**src/rtl/core/blfs_pkg.sv**
```systemverilog
`default_nettype none

package blfs_pkg;

	// Field and state widths.
	localparam int unsigned PERIOD_W  = 16;
	localparam int unsigned STEP_W    = 16;
	localparam int unsigned REPEAT_W  = 8;
	localparam int unsigned GAP_W     = 16;
	localparam int unsigned SEL_W     = 2;
	localparam int unsigned LED_W     = 4;
	localparam int unsigned CFG_IDX_W = 3;
	localparam int unsigned CFG_DAT_W = 16;
	localparam int unsigned DUTY_W    = 18;
	localparam int unsigned PHASE_W   = 17;
	localparam int unsigned PRESC_W   = 10;

	// Microsecond ticks that make up one millisecond of gap time.
	localparam logic [PRESC_W:0] US_PER_MS = 11'd1000;

	// Register reset values.
	localparam logic [PERIOD_W-1:0] PERIOD_RST = 16'd1000;
	localparam logic [STEP_W-1:0]   STEP_RST   = 16'd10;
	localparam logic [REPEAT_W-1:0] REPEAT_RST = 8'd1;
	localparam logic [GAP_W-1:0]    GAP_RST    = 16'd500;
	localparam logic [SEL_W-1:0]    SEL_RST    = 2'd0;

	// Configuration register indexes.
	typedef enum logic [CFG_IDX_W-1:0] {
		REG_PERIOD = 3'd0,
		REG_STEP   = 3'd1,
		REG_REPEAT = 3'd2,
		REG_GAP    = 3'd3,
		REG_SELECT = 3'd4
	} cfg_reg_t;

	// Input word kinds.
	typedef enum logic {
		KIND_TICK  = 1'b0,
		KIND_START = 1'b1
	} item_kind_t;

endpackage

`default_nettype wire

```
**src/rtl/core/breathing_led_fade_sequencer.sv**
```systemverilog
`default_nettype none

// Breathing LED fade sequencer. Each input word is either a one-microsecond
// tick or a start request; every input word produces exactly one output word
// that shows the LED drive (bit led_select of led_lines set while lit) and
// whether a blink sequence is running. A blink starts at duty 0, toggles the
// LED at each phase boundary once the duty is above zero, and, at boundaries
// hit by a tick word with ramp_enable set, ramps the duty up by duty_step_us
// until it reaches period_us and then back down; it ends when the duty would
// reach zero. A sequence is repeat_count blinks separated by gaps of gap_ms
// milliseconds. Start requests while busy are ignored. One word per clock is
// taken while the output is not stalled: a word sits in the input register
// while the state update is computed, and its result is loaded into the
// output register once that register is empty or being drained. The input
// side stalls only when both registers hold a word and the output is
// stalled. Configuration writes are meant to happen while the block is idle;
// a write while a sequence runs takes effect at the register's next use.
module breathing_led_fade_sequencer
	import blfs_pkg::*;
(
	input  wire logic                 clk,
	input  wire logic                 arst_n,
	// Input channel.
	input  wire logic                 in_valid,
	output logic                      in_stall,
	input  wire logic                 kind,
	input  wire logic                 ramp_enable,
	// Output channel.
	output logic                      out_valid,
	input  wire logic                 out_stall,
	output logic [LED_W-1:0]          led_lines,
	output logic                      busy_res,
	// Configuration write port.
	input  wire logic                 cfg_we,
	input  wire logic [CFG_IDX_W-1:0] cfg_index,
	input  wire logic [CFG_DAT_W-1:0] cfg_data
);

	// Configuration registers.
	logic [PERIOD_W-1:0] period_q;
	logic [STEP_W-1:0]   step_q;
	logic [REPEAT_W-1:0] repeat_q;
	logic [GAP_W-1:0]    gap_q;
	logic [SEL_W-1:0]    select_q;

	// Input register.
	logic valid_s1;
	logic kind_s1;
	logic ramp_s1;

	// Sequencer state.
	logic [DUTY_W-1:0]   duty_q;
	logic                ramp_down_q;
	logic                lit_q;
	logic [PHASE_W-1:0]  elapsed_q;
	logic [PHASE_W-1:0]  length_q;
	logic                blink_q;
	logic                seq_q;
	logic [REPEAT_W-1:0] blinks_q;
	logic                gap_act_q;
	logic [GAP_W-1:0]    gap_left_q;
	logic [PRESC_W-1:0]  presc_q;

	// Output register.
	logic             out_valid_q;
	logic [LED_W-1:0] led_q;
	logic             busy_q;

	// Next state.
	logic [DUTY_W-1:0]   duty_n;
	logic                ramp_down_n;
	logic                lit_n;
	logic [PHASE_W-1:0]  elapsed_n;
	logic [PHASE_W-1:0]  length_n;
	logic                blink_n;
	logic                seq_n;
	logic [REPEAT_W-1:0] blinks_n;
	logic                gap_act_n;
	logic [GAP_W-1:0]    gap_left_n;
	logic [PRESC_W-1:0]  presc_n;

	logic advance;
	logic fire;

	// The word in the input register moves on whenever the output register
	// is empty or being drained this cycle.
	assign advance  = !out_valid_q || !out_stall;
	assign fire     = valid_s1 && advance;
	assign in_stall = valid_s1 && !advance;

	always_ff @(posedge clk or negedge arst_n) begin
		if (!arst_n) begin
			period_q <= PERIOD_RST;
			step_q   <= STEP_RST;
			repeat_q <= REPEAT_RST;
			gap_q    <= GAP_RST;
			select_q <= SEL_RST;
		end else if (cfg_we) begin
			unique case (cfg_reg_t'(cfg_index))
				REG_PERIOD: period_q <= cfg_data[PERIOD_W-1:0];
				REG_STEP:   step_q   <= cfg_data[STEP_W-1:0];
				REG_REPEAT: repeat_q <= cfg_data[REPEAT_W-1:0];
				REG_GAP:    gap_q    <= cfg_data[GAP_W-1:0];
				REG_SELECT: select_q <= cfg_data[SEL_W-1:0];
				default: ;
			endcase
		end
	end

	always_ff @(posedge clk or negedge arst_n) begin
		if (!arst_n) begin
			valid_s1 <= 1'b0;
		end else if (!in_stall) begin
			valid_s1 <= in_valid;
		end
	end

	always_ff @(posedge clk) begin
		if (in_valid && !in_stall) begin
			kind_s1 <= kind;
			ramp_s1 <= ramp_enable;
		end
	end

	// State update for one word. A boundary sets up the next phase (stepping
	// the duty first when ramping) or ends the blink; ending a blink may start
	// the next one at once (zero gap), and that restart is applied last.
	always_comb begin
		logic [DUTY_W-1:0]   tick_next;
		logic [PRESC_W:0]    presc_inc;
		logic [REPEAT_W-1:0] blinks_inc;
		logic                boundary;
		logic                finish;
		logic                restart;

		duty_n      = duty_q;
		ramp_down_n = ramp_down_q;
		lit_n       = lit_q;
		elapsed_n   = elapsed_q;
		length_n    = length_q;
		blink_n     = blink_q;
		seq_n       = seq_q;
		blinks_n    = blinks_q;
		gap_act_n   = gap_act_q;
		gap_left_n  = gap_left_q;
		presc_n     = presc_q;

		tick_next  = {1'b0, elapsed_q} + 1'b1;
		presc_inc  = {1'b0, presc_q} + 1'b1;
		blinks_inc = blinks_q + 1'b1;
		boundary   = 1'b0;
		finish     = 1'b0;
		restart    = 1'b0;

		if (fire) begin
			if (item_kind_t'(kind_s1) == KIND_START) begin
				if (!seq_q && repeat_q != '0) begin
					seq_n    = 1'b1;
					blinks_n = '0;
					restart  = 1'b1;
				end
			end else if (seq_q) begin
				if (blink_q) begin
					if (tick_next >= {1'b0, length_q}) begin
						boundary = 1'b1;
					end else begin
						elapsed_n = tick_next[PHASE_W-1:0];
					end
				end else if (gap_act_q) begin
					if (presc_inc >= US_PER_MS) begin
						presc_n = '0;
						if (gap_left_q != '0) begin
							gap_left_n = gap_left_q - 1'b1;
						end
						if (gap_left_n == '0) begin
							restart = 1'b1;
						end
					end else begin
						presc_n = presc_inc[PRESC_W-1:0];
					end
				end else begin
					restart = 1'b1;
				end
			end
		end

		if (boundary) begin
			if (duty_q != '0) begin
				lit_n = !lit_q;
			end
			if (ramp_s1) begin
				if (!ramp_down_q && duty_q >= DUTY_W'(period_q)) begin
					ramp_down_n = 1'b1;
				end
				if (!ramp_down_n) begin
					duty_n = duty_q + DUTY_W'(step_q);
				end else if (DUTY_W'(step_q) >= duty_q) begin
					finish = 1'b1;
				end else begin
					duty_n = duty_q - DUTY_W'(step_q);
				end
			end
			if (!finish) begin
				if (lit_n) begin
					length_n = duty_n[PHASE_W-1:0];
				end else if (duty_n >= DUTY_W'(period_q)) begin
					length_n = '0;
				end else begin
					length_n = PHASE_W'(DUTY_W'(period_q) - duty_n);
				end
				elapsed_n = '0;
			end
		end

		if (finish) begin
			duty_n      = '0;
			ramp_down_n = 1'b0;
			lit_n       = 1'b0;
			elapsed_n   = '0;
			length_n    = '0;
			blink_n     = 1'b0;
			blinks_n    = blinks_inc;
			if (blinks_inc < repeat_q && blinks_inc != '0) begin
				if (gap_q == '0) begin
					restart = 1'b1;
				end else begin
					gap_act_n  = 1'b1;
					gap_left_n = gap_q;
					presc_n    = '0;
				end
			end else begin
				seq_n     = 1'b0;
				gap_act_n = 1'b0;
				blinks_n  = '0;
			end
		end

		if (restart) begin
			duty_n      = '0;
			ramp_down_n = 1'b0;
			lit_n       = 1'b0;
			elapsed_n   = '0;
			length_n    = '0;
			blink_n     = 1'b1;
			gap_act_n   = 1'b0;
		end
	end

	always_ff @(posedge clk or negedge arst_n) begin
		if (!arst_n) begin
			duty_q      <= '0;
			ramp_down_q <= 1'b0;
			lit_q       <= 1'b0;
			elapsed_q   <= '0;
			length_q    <= '0;
			blink_q     <= 1'b0;
			seq_q       <= 1'b0;
			blinks_q    <= '0;
			gap_act_q   <= 1'b0;
			gap_left_q  <= '0;
			presc_q     <= '0;
		end else begin
			duty_q      <= duty_n;
			ramp_down_q <= ramp_down_n;
			lit_q       <= lit_n;
			elapsed_q   <= elapsed_n;
			length_q    <= length_n;
			blink_q     <= blink_n;
			seq_q       <= seq_n;
			blinks_q    <= blinks_n;
			gap_act_q   <= gap_act_n;
			gap_left_q  <= gap_left_n;
			presc_q     <= presc_n;
		end
	end

	always_ff @(posedge clk or negedge arst_n) begin
		if (!arst_n) begin
			out_valid_q <= 1'b0;
		end else if (advance) begin
			out_valid_q <= valid_s1;
		end
	end

	// The result reflects the state after this word's update.
	always_ff @(posedge clk) begin
		if (fire) begin
			led_q  <= lit_n ? (LED_W'(1) << select_q) : '0;
			busy_q <= seq_n;
		end
	end

	assign out_valid = out_valid_q;
	assign led_lines = led_q;
	assign busy_res  = busy_q;

`ifndef ASSERT_OFF
	a_blink_in_seq : assert property (@(posedge clk) disable iff (!arst_n)
		blink_q |-> seq_q)
		else $error("blink running outside a sequence");

	a_gap_excl : assert property (@(posedge clk) disable iff (!arst_n)
		!(blink_q && gap_act_q))
		else $error("blink and gap active together");

	a_phase_bound : assert property (@(posedge clk) disable iff (!arst_n)
		blink_q |-> (elapsed_q <= length_q))
		else $error("phase counter beyond phase length");

	a_stall_src : assert property (@(posedge clk) disable iff (!arst_n)
		in_stall |-> (valid_s1 && out_valid_q))
		else $error("input stalled with room downstream");
`endif

endmodule

`default_nettype wire
```
**config.mk**
```make
export PLATFORM = sky130hd
export DESIGN_NAME = breathing_led_fade_sequencer
export DESIGN_NICKNAME = d
export VERILOG_FILES = /design/src/rtl/core/blfs_pkg.sv /design/src/rtl/core/breathing_led_fade_sequencer.sv
export SDC_FILE = /design/constraint.sdc
export NUM_CORES = 1
export LEC_CHECK = 0
export BUFFER_PORTS_ARGS = -buffer_cell sky130_fd_sc_hd__buf_4
export CELL_PAD_IN_SITES_DETAIL_PLACEMENT = 1
export CELL_PAD_IN_SITES_GLOBAL_PLACEMENT = 1
export CORE_MARGIN = 2
export CORE_UTILIZATION = 40
export DETAILED_ROUTE_END_ITERATION = 7
export PLACE_DENSITY = 0.7
export SLEW_MARGIN = 40
export SYNTH_ARGS = -nofsm -noshare
export SYNTH_HDL_FRONTEND = slang
export SYNTH_SLANG_ARGS = --single-unit
```
**constraint.sdc**
```tcl
create_clock -name clk -period 4.65 [get_ports clk]
set_clock_uncertainty 0.1 [all_clocks]
set_input_delay 0.465 -clock clk [delete_from_list [all_inputs] [get_ports clk]]
set_output_delay 0.465 -clock clk [all_outputs]
set_load 0.01 [all_outputs]
```
==> results.sh <==
export IMPL_max_cap_violations=0
export IMPL_start_util=0.4046
export IMPL_antenna_found_initial=1
export IMPL_grt_pass1_vias=12100
export IMPL_hold_class="in2reg"
export IMPL_drive_gt1_frac=0.3331
export IMPL_pwr_density_cell_mw_per_mm2=750.5
export IMPL_max_slew_worst_pin_slew_ns=0.7666
export IMPL_viasPerCell=5.868
export IMPL_cts_sinks=158
export IMPL_yosys_warnings=0
export IMPL_outcome="finished, violations left"
export IMPL_antenna_left=0
export IMPL_whs_ns=0.07449
export IMPL_vias=11610
export IMPL_synth_edff_count=7
export IMPL_grt_pass1_wl_um=67510
export IMPL_drc=0
export IMPL_diodes=0
export IMPL_start_kind="flop"
export IMPL_path_clk_slew_ns=0.08
export IMPL_endpoint_kind="flop"
export IMPL_p_sw_frac=0.4715
export IMPL_p_sw_w=0.005562
export IMPL_reg2regPathDepth=22
export IMPL_cts_max_path_buffers=2
export IMPL_slew_viol_final=0
export IMPL_netlist_area_mm2=0.01155
export IMPL_numCtsBuffers=17
export IMPL_crit_required_ns=4.92
export IMPL_final_common_cell="buf_4"
export IMPL_fin_util=0.5506
export IMPL_finalPower_w=0.01180
export IMPL_p_int_w=0.006235
export IMPL_post_drt_wl_per_cell_um=23.20
export IMPL_cts_tree="built"
export IMPL_finalSetupTns_ns=-8.059
export IMPL_die_h_um=173.9
export IMPL_stdcell_count=1978
export IMPL_path_class="reg2reg"
export IMPL_track_usage=0.2865
export IMPL_hpwl_um=30930
export IMPL_rsz0062_at_grt="yes"
export IMPL_cp_slowest_cell="dfstp_2"
export IMPL_violations="negative setup slack"
export IMPL_netlist_instances=1312
export IMPL_ios=33
export IMPL_drt_iter0_drc=798
export IMPL_coreArea_mm2=0.02855
export IMPL_grt_overflow_total=0
export IMPL_combPwrFrac=0.711
export IMPL_synth_cell_type_count=89
export IMPL_clkLatencyLatePin_ns=0.46
export IMPL_io_buffers=32
export IMPL_drt_pass1_iter_count=7
export IMPL_root_buffer="clkbuf_16"
export IMPL_routed_wirelength_um=45890
export IMPL_max_freq_mhz=193.3
export IMPL_p_seq_frac=0.168
export IMPL_cp_cell_sequence="inv_2 > ha_4 > nand4_1 > or4_1 > o21a_1 > o31a_1 > buf_6 > o21a_4 > buf_6 > mux2i_4 > inv_1 > ha_1 > nor2b_1 > nor3_1 > o21ai_1 > a21oi_2 > nor3_2 > o221a_2 > nor4_4 > buf_4 > nand4_1 > o211ai_1"
export IMPL_p_clk_frac=0.121
export IMPL_num_nets_final=1718
export IMPL_slew_headroom=0.4850
export IMPL_hold_depth=1
export IMPL_ys_seq_area_frac=0.3470
export IMPL_cp_arrival_ns=5.44
export IMPL_post_route_period_util=1.112
export IMPL_fp_dieArea_mm2=0.03025
export IMPL_ctsHtreeMaxLevel=4
export IMPL_leakage_nw=7.164
export IMPL_final_cell_mix="276 x buf_4, 135 x dfrtp_1, 132 x nand2_1, 90 x o21ai_0, 87 x inv_1"
export IMPL_synthFlopType="dfrtp_1"
export IMPL_slowest_delay_ns=0.55
export IMPL_vdd_drop_max_uv=409.8
export IMPL_routabilityCongestion=0.9072
export IMPL_ys_ff_latch=158
export IMPL_area_delta_synth_final_pct=36.09
export IMPL_worstReg2RegStart="period_q[8]"
export IMPL_avgSynthCellArea_um2=8.803
export IMPL_startpoint="period_q[8]"
export IMPL_rows=62
export IMPL_syn_nets=1449
export IMPL_async_reset_ff_frac=0.9557
export IMPL_setup_violations_final=17
export IMPL_min_delay_start="kind"
export IMPL_grt_max_degree=95
export IMPL_crit_fanout=6
export IMPL_post_place_cells=1907
export IMPL_die_w_um=173.9
export IMPL_period_needed_ns=5.172
export IMPL_hold_viol=0
export IMPL_fin_ws_ns=-0.5223
-- logic make-up after synthesis --
kind of cell | synth area share
flops | 0.3470
mux | 0.03033
simple gates | 0.1882
xor+xnor | 0.05687
buf+inv | 0.05189
fa+ha+maj | 0.1222
compound gates | 0.2036
-- area by class of cell --
| cell class | count | area (um2) |
|---|---|---|
| inverters | 98 | 370.4 |
| fillers | 3336 | 12830 |
| multi-input cells | 1007 | 7923 |
| repair buffers | 299 | 2362 |
| clock inverters | 15 | 147.6 |
| flip-flops and latches | 158 | 4009 |
| well taps | 384 | 480.5 |
| clock buffers | 17 | 425.4 |
-- timing repair --
action | CTS | global route
endpoints found under the hold margin | 58 | 0
endpoints found under the setup margin | 22 | 54
buffers inserted | 21 | 21
pin swaps | 51 | 58
gates resized for setup | 113 | 81
cloned | 1 | 0
hold buffers | 1 | 0
-- worst paths after layout --
kind / endpoint / slack, ns
max: length_q[15] / -0.52
min: kind_s1 / 0.07
max reg2reg: length_q[15] / -0.52
min reg2reg: out_valid / 0.40
max in group asynchronous: duty_q[11] / 2.89
min in group asynchronous: step_q[7] / 0.50
-- cell usage after synthesis, drive strengths merged, types with 18 or more instances --
| master | instances | area (um2) |
|---|---|---|
| xnor2 | 34 | 297.8 |
| and3 | 18 | 112.6 |
| a21oi | 81 | 405.4 |
| xor2 | 41 | 359.1 |
| clkbuf | 26 | 97.59 |
| mux2 | 24 | 270.3 |
| nor4 | 21 | 152.6 |
| nand4 | 23 | 156.4 |
| nor2 | 89 | 334.1 |
| inv | 98 | 367.9 |
| o21ai | 111 | 559.3 |
| nor3 | 35 | 191.4 |
| nand3 | 28 | 140.1 |
| ha | 108 | 1351 |
| buf | 23 | 133.9 |
| dfrtp | 136 | 3403 |
| nand2 | 134 | 503.0 |
| o22ai | 21 | 131.4 |
-- metal layers --
metal / up-vias / part of all wire / GRT usage
met5: - / 0 / 0
met4: 0 / 0.051 / 0.1327
met3: 150 / 0.040 / 0.04834
met2: 329 / 0.50 / 0.4977
met1: 5874 / 0.41 / 0.3466
li1: 5254 / - / -
-- sequential cells by signal, summed over array words and instances (netlist names), 10 cells and up --
register and cells:
gap_q 16, gap_left_q 16, length_q 17, period_q 16, step_q 16, elapsed_q 17, duty_q 18, presc_q 10
-- through the flow --
stage                     instance area [um2]  setup slack [ns]
after global placement                  13810           -0.3569
final                                   15720           -0.5223
after CTS                               15200           -0.2185
after global routing                    15720           -0.7037
after detailed placement                13840           -0.4196
after floorplan                         11570          -0.02073
-- critical path: cells and delay by family (launching register included) --
family | cells | cell delay [ns]
muxes | 1 | 0.20
buffers and inverters | 5 | 0.64
AOI/OAI and AO/OA | 7 | 1.59
adders and majority gates | 2 | 0.46
DFF | 1 | 0.55
and+or+nand+nor | 7 | 1.52
-- power groups by stage --
| stage | Clock, W | Sequential [W] | Combinational, W |
|---|---|---|---|
| after floorplan | 0 | 0.00190 | 0.00348 |
| after global placement | 0 | 0.00194 | 0.00616 |
| after detailed placement | 0 | 0.00196 | 0.00633 |
| after CTS | 0.00145 | 0.00195 | 0.00728 |
| after global routing | 0.00150 | 0.00202 | 0.00886 |
| final | 0.00143 | 0.00198 | 0.00839 |
Note: power is estimated with default switching activity, not from simulation.
